[src/design/xbg_pkg.sv]
// xbg_pkg: shared types, constants and the microcode program of the bounded xoshiro generator
// no dependencies; used by xbg_dp, xbg_seq and the top level
`timescale 1ns / 1ps

package xbg_pkg;

	// splitmix64 and xoshiro256** constants
	localparam logic [63:0] GOLDEN_INC = 64'h9E3779B97F4A7C15;
	localparam logic [63:0] MIX_MUL_A  = 64'hBF58476D1CE4E5B9;
	localparam logic [63:0] MIX_MUL_B  = 64'h94D049BB133111EB;
	localparam int unsigned SHIFT_T    = 17;
	localparam int unsigned ROT_S3     = 45;

	localparam int unsigned StepW = 6;
	typedef logic [StepW-1:0] step_t;

	// entry points of the microcode program
	localparam step_t ST_IDLE      = 6'd0;
	localparam step_t ST_EXPAND    = 6'd1;
	localparam step_t ST_RAW       = 6'd12;
	localparam step_t ST_BND       = 6'd14;
	localparam step_t ST_CHECK     = 6'd24;
	localparam step_t ST_EMIT_HI   = 6'd31;
	localparam step_t ST_EMIT_ZERO = 6'd32;

	// datapath operation of one step
	typedef enum logic [2:0] {
		OP_NOP,
		OP_SM_INIT,
		OP_XS27,
		OP_WORD,
		OP_DRAW,
		OP_EMIT,
		OP_DIV_START
	} op_t;

	// second multiplier operand
	typedef enum logic [1:0] {
		BS_MIX_A,
		BS_MIX_B,
		BS_BOUND
	} bsel_t;

	// which 32-bit halves go into the multiplier
	typedef enum logic [1:0] {
		MS_LL,
		MS_LH,
		MS_HL,
		MS_HH
	} msel_t;

	// product accumulator action
	typedef enum logic [1:0] {
		AC_HOLD,
		AC_LOAD,
		AC_ADD32,
		AC_ADD64
	} acc_t;

	// result source on emit
	typedef enum logic [1:0] {
		SRC_Z,
		SRC_HI,
		SRC_ZERO
	} src_t;

	// next step selection
	typedef enum logic [3:0] {
		J_NEXT,
		J_ALWAYS,
		J_DISPATCH,
		J_CNT,
		J_ZERO,
		J_LO_GE_N,
		J_LO_GE_LIM,
		J_WAIT_DIV,
		J_WAIT_OUT
	} jmp_t;

	typedef struct packed {
		op_t   op;
		bsel_t b_sel;
		msel_t m_sel;
		acc_t  acc;
		src_t  src;
		jmp_t  jmp;
		step_t target;
	} uword_t;

	// sequencer to datapath
	typedef struct packed {
		uword_t uw;
		logic   in_acc;
		logic   seed_acc;
	} ctl_t;

	// datapath to sequencer
	typedef struct packed {
		logic bound_zero;
		logic lo_ge_n;
		logic lo_ge_lim;
		logic div_busy;
		logic out_free;
		logic cnt_last;
	} stat_t;

	function automatic uword_t mk(op_t op, bsel_t b, msel_t m, acc_t a, src_t s, jmp_t j,
			step_t t);
		uword_t w;
		w.op     = op;
		w.b_sel  = b;
		w.m_sel  = m;
		w.acc    = a;
		w.src    = s;
		w.jmp    = j;
		w.target = t;
		return w;
	endfunction

	// microcode program
	function automatic uword_t ucode_rom(step_t pc);
		uword_t w;
		case (pc)
			// wait for a beat or a seed write
			6'd0:  w = mk(OP_NOP, BS_MIX_A, MS_LL, AC_HOLD, SRC_Z, J_DISPATCH, ST_IDLE);
			// splitmix64: one state word per pass
			6'd1:  w = mk(OP_SM_INIT, BS_MIX_A, MS_LL, AC_HOLD, SRC_Z, J_NEXT, ST_IDLE);
			6'd2:  w = mk(OP_NOP, BS_MIX_A, MS_LL, AC_HOLD, SRC_Z, J_NEXT, ST_IDLE);
			6'd3:  w = mk(OP_NOP, BS_MIX_A, MS_LH, AC_LOAD, SRC_Z, J_NEXT, ST_IDLE);
			6'd4:  w = mk(OP_NOP, BS_MIX_A, MS_HL, AC_ADD32, SRC_Z, J_NEXT, ST_IDLE);
			6'd5:  w = mk(OP_NOP, BS_MIX_A, MS_LL, AC_ADD32, SRC_Z, J_NEXT, ST_IDLE);
			6'd6:  w = mk(OP_XS27, BS_MIX_B, MS_LL, AC_HOLD, SRC_Z, J_NEXT, ST_IDLE);
			6'd7:  w = mk(OP_NOP, BS_MIX_B, MS_LL, AC_HOLD, SRC_Z, J_NEXT, ST_IDLE);
			6'd8:  w = mk(OP_NOP, BS_MIX_B, MS_LH, AC_LOAD, SRC_Z, J_NEXT, ST_IDLE);
			6'd9:  w = mk(OP_NOP, BS_MIX_B, MS_HL, AC_ADD32, SRC_Z, J_NEXT, ST_IDLE);
			6'd10: w = mk(OP_NOP, BS_MIX_B, MS_LL, AC_ADD32, SRC_Z, J_NEXT, ST_IDLE);
			6'd11: w = mk(OP_WORD, BS_MIX_A, MS_LL, AC_HOLD, SRC_Z, J_CNT, ST_EXPAND);
			// raw draw
			6'd12: w = mk(OP_DRAW, BS_MIX_A, MS_LL, AC_HOLD, SRC_Z, J_NEXT, ST_IDLE);
			6'd13: w = mk(OP_EMIT, BS_MIX_A, MS_LL, AC_HOLD, SRC_Z, J_WAIT_OUT, ST_IDLE);
			// bounded draw, first product
			6'd14: w = mk(OP_NOP, BS_BOUND, MS_LL, AC_HOLD, SRC_Z, J_ZERO, ST_EMIT_ZERO);
			6'd15: w = mk(OP_DRAW, BS_BOUND, MS_LL, AC_HOLD, SRC_Z, J_NEXT, ST_IDLE);
			6'd16: w = mk(OP_NOP, BS_BOUND, MS_LL, AC_HOLD, SRC_Z, J_NEXT, ST_IDLE);
			6'd17: w = mk(OP_NOP, BS_BOUND, MS_LH, AC_LOAD, SRC_Z, J_NEXT, ST_IDLE);
			6'd18: w = mk(OP_NOP, BS_BOUND, MS_HL, AC_ADD32, SRC_Z, J_NEXT, ST_IDLE);
			6'd19: w = mk(OP_NOP, BS_BOUND, MS_HH, AC_ADD32, SRC_Z, J_NEXT, ST_IDLE);
			6'd20: w = mk(OP_NOP, BS_BOUND, MS_LL, AC_ADD64, SRC_Z, J_NEXT, ST_IDLE);
			6'd21: w = mk(OP_NOP, BS_BOUND, MS_LL, AC_HOLD, SRC_Z, J_LO_GE_N, ST_EMIT_HI);
			// rejection threshold
			6'd22: w = mk(OP_DIV_START, BS_BOUND, MS_LL, AC_HOLD, SRC_Z, J_NEXT, ST_IDLE);
			6'd23: w = mk(OP_NOP, BS_BOUND, MS_LL, AC_HOLD, SRC_Z, J_WAIT_DIV, ST_IDLE);
			// rejection loop
			6'd24: w = mk(OP_NOP, BS_BOUND, MS_LL, AC_HOLD, SRC_Z, J_LO_GE_LIM, ST_EMIT_HI);
			6'd25: w = mk(OP_DRAW, BS_BOUND, MS_LL, AC_HOLD, SRC_Z, J_NEXT, ST_IDLE);
			6'd26: w = mk(OP_NOP, BS_BOUND, MS_LL, AC_HOLD, SRC_Z, J_NEXT, ST_IDLE);
			6'd27: w = mk(OP_NOP, BS_BOUND, MS_LH, AC_LOAD, SRC_Z, J_NEXT, ST_IDLE);
			6'd28: w = mk(OP_NOP, BS_BOUND, MS_HL, AC_ADD32, SRC_Z, J_NEXT, ST_IDLE);
			6'd29: w = mk(OP_NOP, BS_BOUND, MS_HH, AC_ADD32, SRC_Z, J_NEXT, ST_IDLE);
			6'd30: w = mk(OP_NOP, BS_BOUND, MS_LL, AC_ADD64, SRC_Z, J_ALWAYS, ST_CHECK);
			// result beats
			6'd31: w = mk(OP_EMIT, BS_BOUND, MS_LL, AC_HOLD, SRC_HI, J_WAIT_OUT, ST_IDLE);
			6'd32: w = mk(OP_EMIT, BS_BOUND, MS_LL, AC_HOLD, SRC_ZERO, J_WAIT_OUT, ST_IDLE);
			default: w = mk(OP_NOP, BS_MIX_A, MS_LL, AC_HOLD, SRC_Z, J_ALWAYS, ST_IDLE);
		endcase
		return w;
	endfunction

endpackage

[src/design/xbg_seq.sv]
// xbg_seq: microcode sequencer: step counter, program table lookup, jumps and handshakes
// depends on xbg_pkg
`timescale 1ns / 1ps

module xbg_seq (
	input  logic           clk,
	input  logic           arst_n,
	input  logic           in_valid,
	input  logic           kind,
	output logic           in_stall,
	input  logic           seed_valid,
	output logic           seed_ready,
	input  xbg_pkg::stat_t stat,
	output xbg_pkg::ctl_t  ctl
);

	import xbg_pkg::*;

	step_t  pc_q;
	step_t  pc_d;
	step_t  pc_inc;
	uword_t uw;
	logic   idle;
	logic   seed_acc;
	logic   in_acc;

	// program fetch
	assign uw     = ucode_rom(pc_q);
	assign pc_inc = pc_q + step_t'(1);

	// handshakes, seed write wins over an input beat
	assign idle       = (uw.jmp == J_DISPATCH);
	assign seed_ready = idle;
	assign seed_acc   = idle && seed_valid;
	assign in_stall   = !idle || seed_valid;
	assign in_acc     = in_valid && !in_stall;

	// next step
	always_comb begin
		case (uw.jmp)
			J_NEXT:      pc_d = pc_inc;
			J_ALWAYS:    pc_d = uw.target;
			J_DISPATCH: begin
				if (seed_acc)
					pc_d = ST_EXPAND;
				else if (in_acc)
					pc_d = kind ? ST_BND : ST_RAW;
				else
					pc_d = pc_q;
			end
			J_CNT:       pc_d = stat.cnt_last ? ST_IDLE : uw.target;
			J_ZERO:      pc_d = stat.bound_zero ? uw.target : pc_inc;
			J_LO_GE_N:   pc_d = stat.lo_ge_n ? uw.target : pc_inc;
			J_LO_GE_LIM: pc_d = stat.lo_ge_lim ? uw.target : pc_inc;
			J_WAIT_DIV:  pc_d = stat.div_busy ? pc_q : pc_inc;
			J_WAIT_OUT:  pc_d = stat.out_free ? uw.target : pc_q;
			default:     pc_d = ST_IDLE;
		endcase
	end

	// step counter, reset starts the seed expansion
	always_ff @(posedge clk or negedge arst_n) begin
		if (!arst_n)
			pc_q <= ST_EXPAND;
		else
			pc_q <= pc_d;
	end

	assign ctl.uw       = uw;
	assign ctl.in_acc   = in_acc;
	assign ctl.seed_acc = seed_acc;

endmodule

[config.mk]
export PLATFORM = sky130hd
export DESIGN_NAME = xbg_seq
export DESIGN_NICKNAME = d
export VERILOG_FILES = /design/src/design/xbg_pkg.sv /design/src/design/xbg_seq.sv
export SDC_FILE = /design/constraint.sdc
export NUM_CORES = 1
export LEC_CHECK = 0
export CAP_MARGIN = 10
export CORE_MARGIN = 2
export CORE_UTILIZATION = 55
export DETAILED_ROUTE_END_ITERATION = 6
export DONT_BUFFER_PORTS = 1
export PLACE_DENSITY = 0.75
export SLEW_MARGIN = 20
export SYNTH_ARGS = -nofsm -noshare
export SYNTH_HDL_FRONTEND = slang
export SYNTH_SLANG_ARGS = --single-unit
[constraint.sdc]
create_clock -name clk -period 5.8 [get_ports clk]
set_input_delay 0.87 -clock clk [delete_from_list [all_inputs] [get_ports clk]]
set_output_delay 0.87 -clock clk [all_outputs]
set_load 0.02 [all_outputs]
==> flow_summary_export.csv, run 1 <==
group,metric,value,unit
cts,h-tree-depth,1,
setup_path,cp_slowest_cell,"dfrtp_1",
synth,syn-cell-area,1310,um2
placed_design,gp_congestion,0.935,
detailed_routing,avgViaCountPerCell,6.80,
sta,slew_viol_final,0,
cts,post_cts_resized,0,
synth,ys_seq_area_frac,0.116,
floorplanning,fp-row-count,17,
cells_and_area,largest_reg_flops,6,
flow_run,cap_viol_max_count,0,
power,switching_share,0.604,
sta,holdWs,0.318,ns
floorplanning,start_util,0.584,
floorplanning,die_w,52.7,um
power,pwr-share-seq,0.178,
setup_path,ff2ff_setup_slack,2.25,ns
synth,ys.flop_type,"dfrtp_1",
setup_path,worstPathMaxFanout,19,
cts,post_cts_buffers,0,
hold_path,hp-class,"primary input to async pin",
global_route,grt_usage,0.258,
placed_design,dpl_worst_slack,1.59,ns
setup_path,rr_worst_depth,10,
sta,setup_tns,0,ns
setup_path,cp.required,4.93,ns
detailed_routing,ant_nets,0,
detailed_routing,drt_iter0_drc,46,
cts,clock_sinks,6,
power,ir_drop,417,uV
detailed_routing,wl_per_cell,17.3,um
synth,synthArstFlopShare,1.00,
power,clockPowerShare,0.052,
cells_and_area,n_antenna_cell,0,
cells_and_area,reg_top3,"pc_q x6",
power,p_comb_frac,0.771,
cts,cts_max_path_buffers,2,
setup_path,worst_ep_arrival_time,3.62,ns
setup_path,r2r_end,"pc_q[2]",
cts,cts_root_buf,"clkbuf_4",
floorplanning,die-area,2780,um2
synth,synth_most_common_cell,"a21oi_1",
synth,synth_edf_count,0,
placed_design,numPortBuffers,0,
setup_path,path_cells,"clkinv_1, ha_1, nor2b_1, o21ai_0, and3_1, inv_2, nor4_4, inv_1, nor2_1",
setup_path,r2r-start,"pc_q[2]",
cts,cts-buffers-inserted,3,
detailed_routing,drc,0,
placed_design,dpl.cell_count,187,
cells_and_area,final_nets,183,
power,power,0.784,mW
sta,fin_worst_skew,0.00976,ns
outcome,status,"completed",
synth,synth_top_area_share,0.0959,
sta,hold_viol_final,0,
synth,syn-instance-count,173,
cells_and_area,area_growth,-2.11,%
detailed_routing,wl,3300,um
synth,syn_area_per_cell,7.54,um2
sta,slew_headroom,0.512,
floorplanning,num_io_pins,36,
cts,clkTransAtPathRegs,0.05,ns
cells_and_area,fin_cells,191,
sta,fin_ws,1.31,ns
synth,syn_nets,192,
setup_path,criticalPathCategory,"register to output port",
global_route,antenna_found_initial,0,
global_route,grt_pass1_vias,1155,
floorplanning,coreArea,2230,um2
cts,postCtsHoldBufs,0,
synth,ys_ff_latch,6,
sta,setup_viol,0,
synth,ys_top_cells_by_count,"13 x a21oi_1, 12 x nor2_1, 11 x nand2_1, 9 x inv_1",
global_route,overflow,0,
synth,yosysWarnings,0,
synth,synth_area_leaders,"dfrtp_1 9.6%, ha_1 7.7%, a21oi_1 5.0%",
power,p_int,0.310,mW
global_route,grt_max_degree,25,
setup_path,worst_setup_path_end_kind,"output port",
detailed_routing,drt_pass1_iterations,4,
setup_path,cpPeakStageDelay,0.72,ns
power,power.density,614,nW/um2
power,p_sw,0.474,mW
cells_and_area,drive_gt1_frac,0.129,
sta,rsz0062_at_grt,"false",
detailed_routing,via_count,1299,
cells_and_area,regMostFlops,"pc_q",
setup_path,worst_setup_path_start_kind,"register",
synth,synth_area_leader_cell,"dfrtp_1",
sta,worst_pin_slew,0.732,ns
placed_design,dp_hpwl,2440,um
cts,cts_tree,"built",
synth,yosysUniqueCellTypes,58,
floorplanning,die_height,52.7,um
sta,max_freq,223,MHz
sta,min_period_over_period,0.775,
sta,finalCriticalPeriod,4.49,ns
global_route,grt_pass1_wl,5460,um
power,cellLeakagePower,0.548,nW
cts,clk-insertion-delay-late,0.24,ns
-- power groups by stage --
stage / logic, mW / registers (mW) / clock network (mW)
floorplan: 0.586 / 0.0820 / 0
global placement: 0.591 / 0.136 / 0
detailed placement: 0.593 / 0.138 / 0
CTS: 0.598 / 0.137 / 0.0430
global route: 0.659 / 0.146 / 0.0476
finish: 0.604 / 0.139 / 0.0405
-- layout make-up --
type,instances,area [um2]
clock buffers,4,26.3
fillers,203,956
inverters,13,51.3
multi-input cells,139,1010
flip-flops and latches,6,151
well taps,28,35.0
repair buffers,1,7.51
-- cells in the final DEF (no fill, tap or decap), types with 2 or more instances in the layout --
cell and n:
a211oi_1 6, a21boi_0 2, a21o_1 3, a21oi_1 13
a221oi_4 2, a31o_2 2, a31oi_1 6, and2_1 3
and3_1 2, and3b_1 2, clkbuf_4 3, clkinv_1 2
dfrtp_1 5, ha_1 8, inv_1 9, mux2_4 3
nand2_1 11, nand2b_1 2, nand3_1 4, nand3b_1 2
nand4_1 2, nor2_1 12, nor2b_1 6, nor3_1 8
nor4_1 4, o211ai_1 2, o21ai_0 8, o21bai_1 2
xnor2_1 2
-- kinds of logic after synthesis --
family | share of synthesized area
xor+xnor | 0.0134
buf+inv | 0.113
flops | 0.116
simple gates | 0.310
fa+ha+maj | 0.0767
mux | 0.0345
compound gates | 0.337
-- per-layer routing --
| layer | wire length (um) | track usage | share of wire | up-vias |
|---|---|---|---|---|
| met4 | 0 | 0.0556 | 0 | 0 |
| met2 | 1600 | 0.427 | 0.48 | 77 |
| met5 | 0 | 0 | 0 | - |
| met1 | 1430 | 0.359 | 0.43 | 602 |
| met3 | 272 | 0.0257 | 0.082 | 0 |
| li1 | - | - | - | 620 |
-- worst max-delay path: cells and delay by family, from the launching register on --
kind	cells	cell delay, ns
flops	1	0.72
simple gates	4	1.34
buf+inv	3	0.80
fa+ha+maj	1	0.33
compound gates	1	0.19
-- through the flow --
stage / area, um2 / util
final: 1280 / 0.572
after floorplan: 1310 / -
after CTS: 1280 / 0.572
after detailed placement: 1250 / 0.560
after global placement: 1250 / 0.560
after global routing: 1280 / 0.572
-- worst max-delay path by stage --
| stage | start | endpoint | slack, ns | cells past startpoint |
|---|---|---|---|---|
| final | pc_q[2] | ctl[1] | 1.31 | 9 |
| after CTS | pc_q[2] | ctl[1] | 1.32 | 9 |
| after detailed placement | pc_q[2] | ctl[1] | 1.59 | 9 |
| after global routing | pc_q[2] | ctl[1] | 1.07 | 9 |
| after floorplan | pc_q[1] | ctl[0] | 2.23 | 12 |
| after global placement | pc_q[2] | ctl[1] | 1.73 | 9 |
(Power assumes the default switching activity.)
==> inputs of run 2 (changes only) <==
clock period = 4.3 ns   (was 5.8 ns; I/O delays follow)
==> run 2 against run 1 <==
Effect of this change:
- setup slack got worse by 0.98 ns
- via count decreased by 0.23%
- design area increased by 1.2%
- routed wire length increased by 1.8%
- worst hold slack got worse by 0.22 ns
==> flow_summary_export.csv, run 2 (same netlist as run 1, synthesis figures left out) <==
group,metric,value,unit
sta,setup_tns,0,ns
cts,cts_tree,"built",
sta,max_freq,252,MHz
detailed_routing,ant_nets,0,
detailed_routing,avgViaCountPerCell,6.72,
setup_path,worst_ep_arrival_time,3.33,ns
sta,slew_headroom,0.478,
sta,finalCriticalPeriod,3.98,ns
sta,fin_worst_skew,0.00463,ns
power,power,1.08,mW
global_route,grt_usage,0.266,
global_route,grt_max_degree,25,
cells_and_area,n_antenna_cell,0,
setup_path,cp_slowest_cell,"dfrtp_1",
cells_and_area,mostFrequentLayoutCells,"13 x a21oi_1, 12 x nor2_1, 11 x nand2_1, 9 x inv_1",
placed_design,dpl_worst_slack,0.615,ns
cts,post_cts_buffers,0,
detailed_routing,wl_per_cell,17.4,um
sta,worst_pin_slew,0.783,ns
global_route,antenna_found_initial,0,
cells_and_area,reg_top3,"pc_q x6",
sta,rsz0062_at_grt,"false",
setup_path,cpPeakStageDelay,0.51,ns
cells_and_area,design_area,1290,um2
global_route,grt_pass1_wl,5550,um
setup_path,criticalPathCategory,"register to output port",
setup_path,cp.buffers_inverters,3,
power,power.density,836,nW/um2
floorplanning,fp-row-count,17,
global_route,grt_pass1_vias,1158,
hold_path,hp-class,"primary input to async pin",
setup_path,cp_num_cells,9,
cts,cts_max_path_buffers,2,
setup_path,ff2ff_setup_slack,1.02,ns
detailed_routing,drt_pass1_iterations,4,
cells_and_area,layout_commonest_cell,"a21oi_1",
global_route,overflow,0,
cts,post_cts_resized,0,
floorplanning,start_util,0.584,
setup_path,worst_setup_path_end_kind,"output port",
sta,slew_viol_final,0,
setup_path,rr_worst_depth,8,
sta,fin_ws,0.324,ns
cells_and_area,area_growth,-0.959,%
cts,clkTransAtPathRegs,0.05,ns
setup_path,worstPathMaxFanout,13,
placed_design,gp_congestion,0.923,
placed_design,dp_hpwl,2500,um
detailed_routing,via_count,1296,
setup_path,worst_setup_path_start_kind,"register",
setup_path,path_common_cell,"inv_1",
cells_and_area,regMostFlops,"pc_q",
cts,h-tree-depth,1,
sta,min_period_over_period,0.925,
sta,setup_viol,0,
setup_path,crit_family,"simple AND/OR/NAND/NOR gates",
floorplanning,coreArea,2230,um2
cts,clock_sinks,6,
cts,clk-insertion-delay-late,0.24,ns
outcome,status,"completed",
floorplanning,num_io_pins,36,
sta,holdWs,0.0949,ns
floorplanning,die_height,52.7,um
placed_design,dpl_cell_area,1270,um2
cts,cts_root_buf,"clkbuf_4",
setup_path,path_cells,"inv_1, ha_1, nor3b_4, nand2b_1, and3_1, inv_2, nor4_4, inv_1, nor2_1",
cells_and_area,largest_reg_flops,6,
power,cellLeakagePower,0.558,nW
detailed_routing,drt_iter0_drc,46,
cts,postCtsHoldBufs,0,
cts,cts-buffers-inserted,3,
setup_path,cp.required,3.65,ns
floorplanning,die-area,2780,um2
placed_design,numPortBuffers,0,
flow_run,cap_viol_max_count,0,
power,ir_drop,449,uV
floorplanning,die_w,52.7,um
detailed_routing,drc,0,
cells_and_area,final_nets,185,
detailed_routing,wl,3360,um
sta,hold_viol_final,0,
cells_and_area,drive_gt1_frac,0.139,
run 2: changes by cell type in the layout (fill, tap and decap cells not counted), sizes merged:
cell | before | now
buf | 1 | 3
run 2: power by group:
part	total, mW	switching [mW]	internal [mW]	leakage [nW]
sequential	0.165	0.0805	0.0846	0.0755
combinational	0.860	0.544	0.317	0.467
clock	0.0550	0.0199	0.0351	0.0150
run 2: final cells by class:
class	count	area [um2]
well taps	28	35.0
flip-flops and latches	6	151
multi-input cells	139	1010
fillers	213	941
repair buffers	3	22.5
inverters	13	51.3
clock buffers	4	26.3
run 2: routing by layer:
metal | track usage | up-vias | part of all wire
met4 | 0.0726 | 0 | 0.0080
li1 | - | 629 | -
met1 | 0.370 | 609 | 0.46
met3 | 0.0400 | 4 | 0.074
met5 | 0 | - | 0
met2 | 0.421 | 54 | 0.46
run 2: worst paths after layout:
| check | start | endpoint |
|---|---|---|
| max | pc_q[1] | ctl[1] |
| min | arst_n | pc_q[5] |
| max reg2reg | pc_q[3] | pc_q[2] |
| min reg2reg | pc_q[0] | pc_q[0] |
| max in group asynchronous | arst_n | pc_q[0] |
| min in group clk | pc_q[0] | pc_q[0] |
run 2: stage by stage:
stage           util  cells
2_1_floorplan      -    173
3_3_place_gp   0.567    189
4_1_cts        0.579    193
5_1_grt        0.579    193
6_report       0.579    193
3_5_place_dp   0.567    189
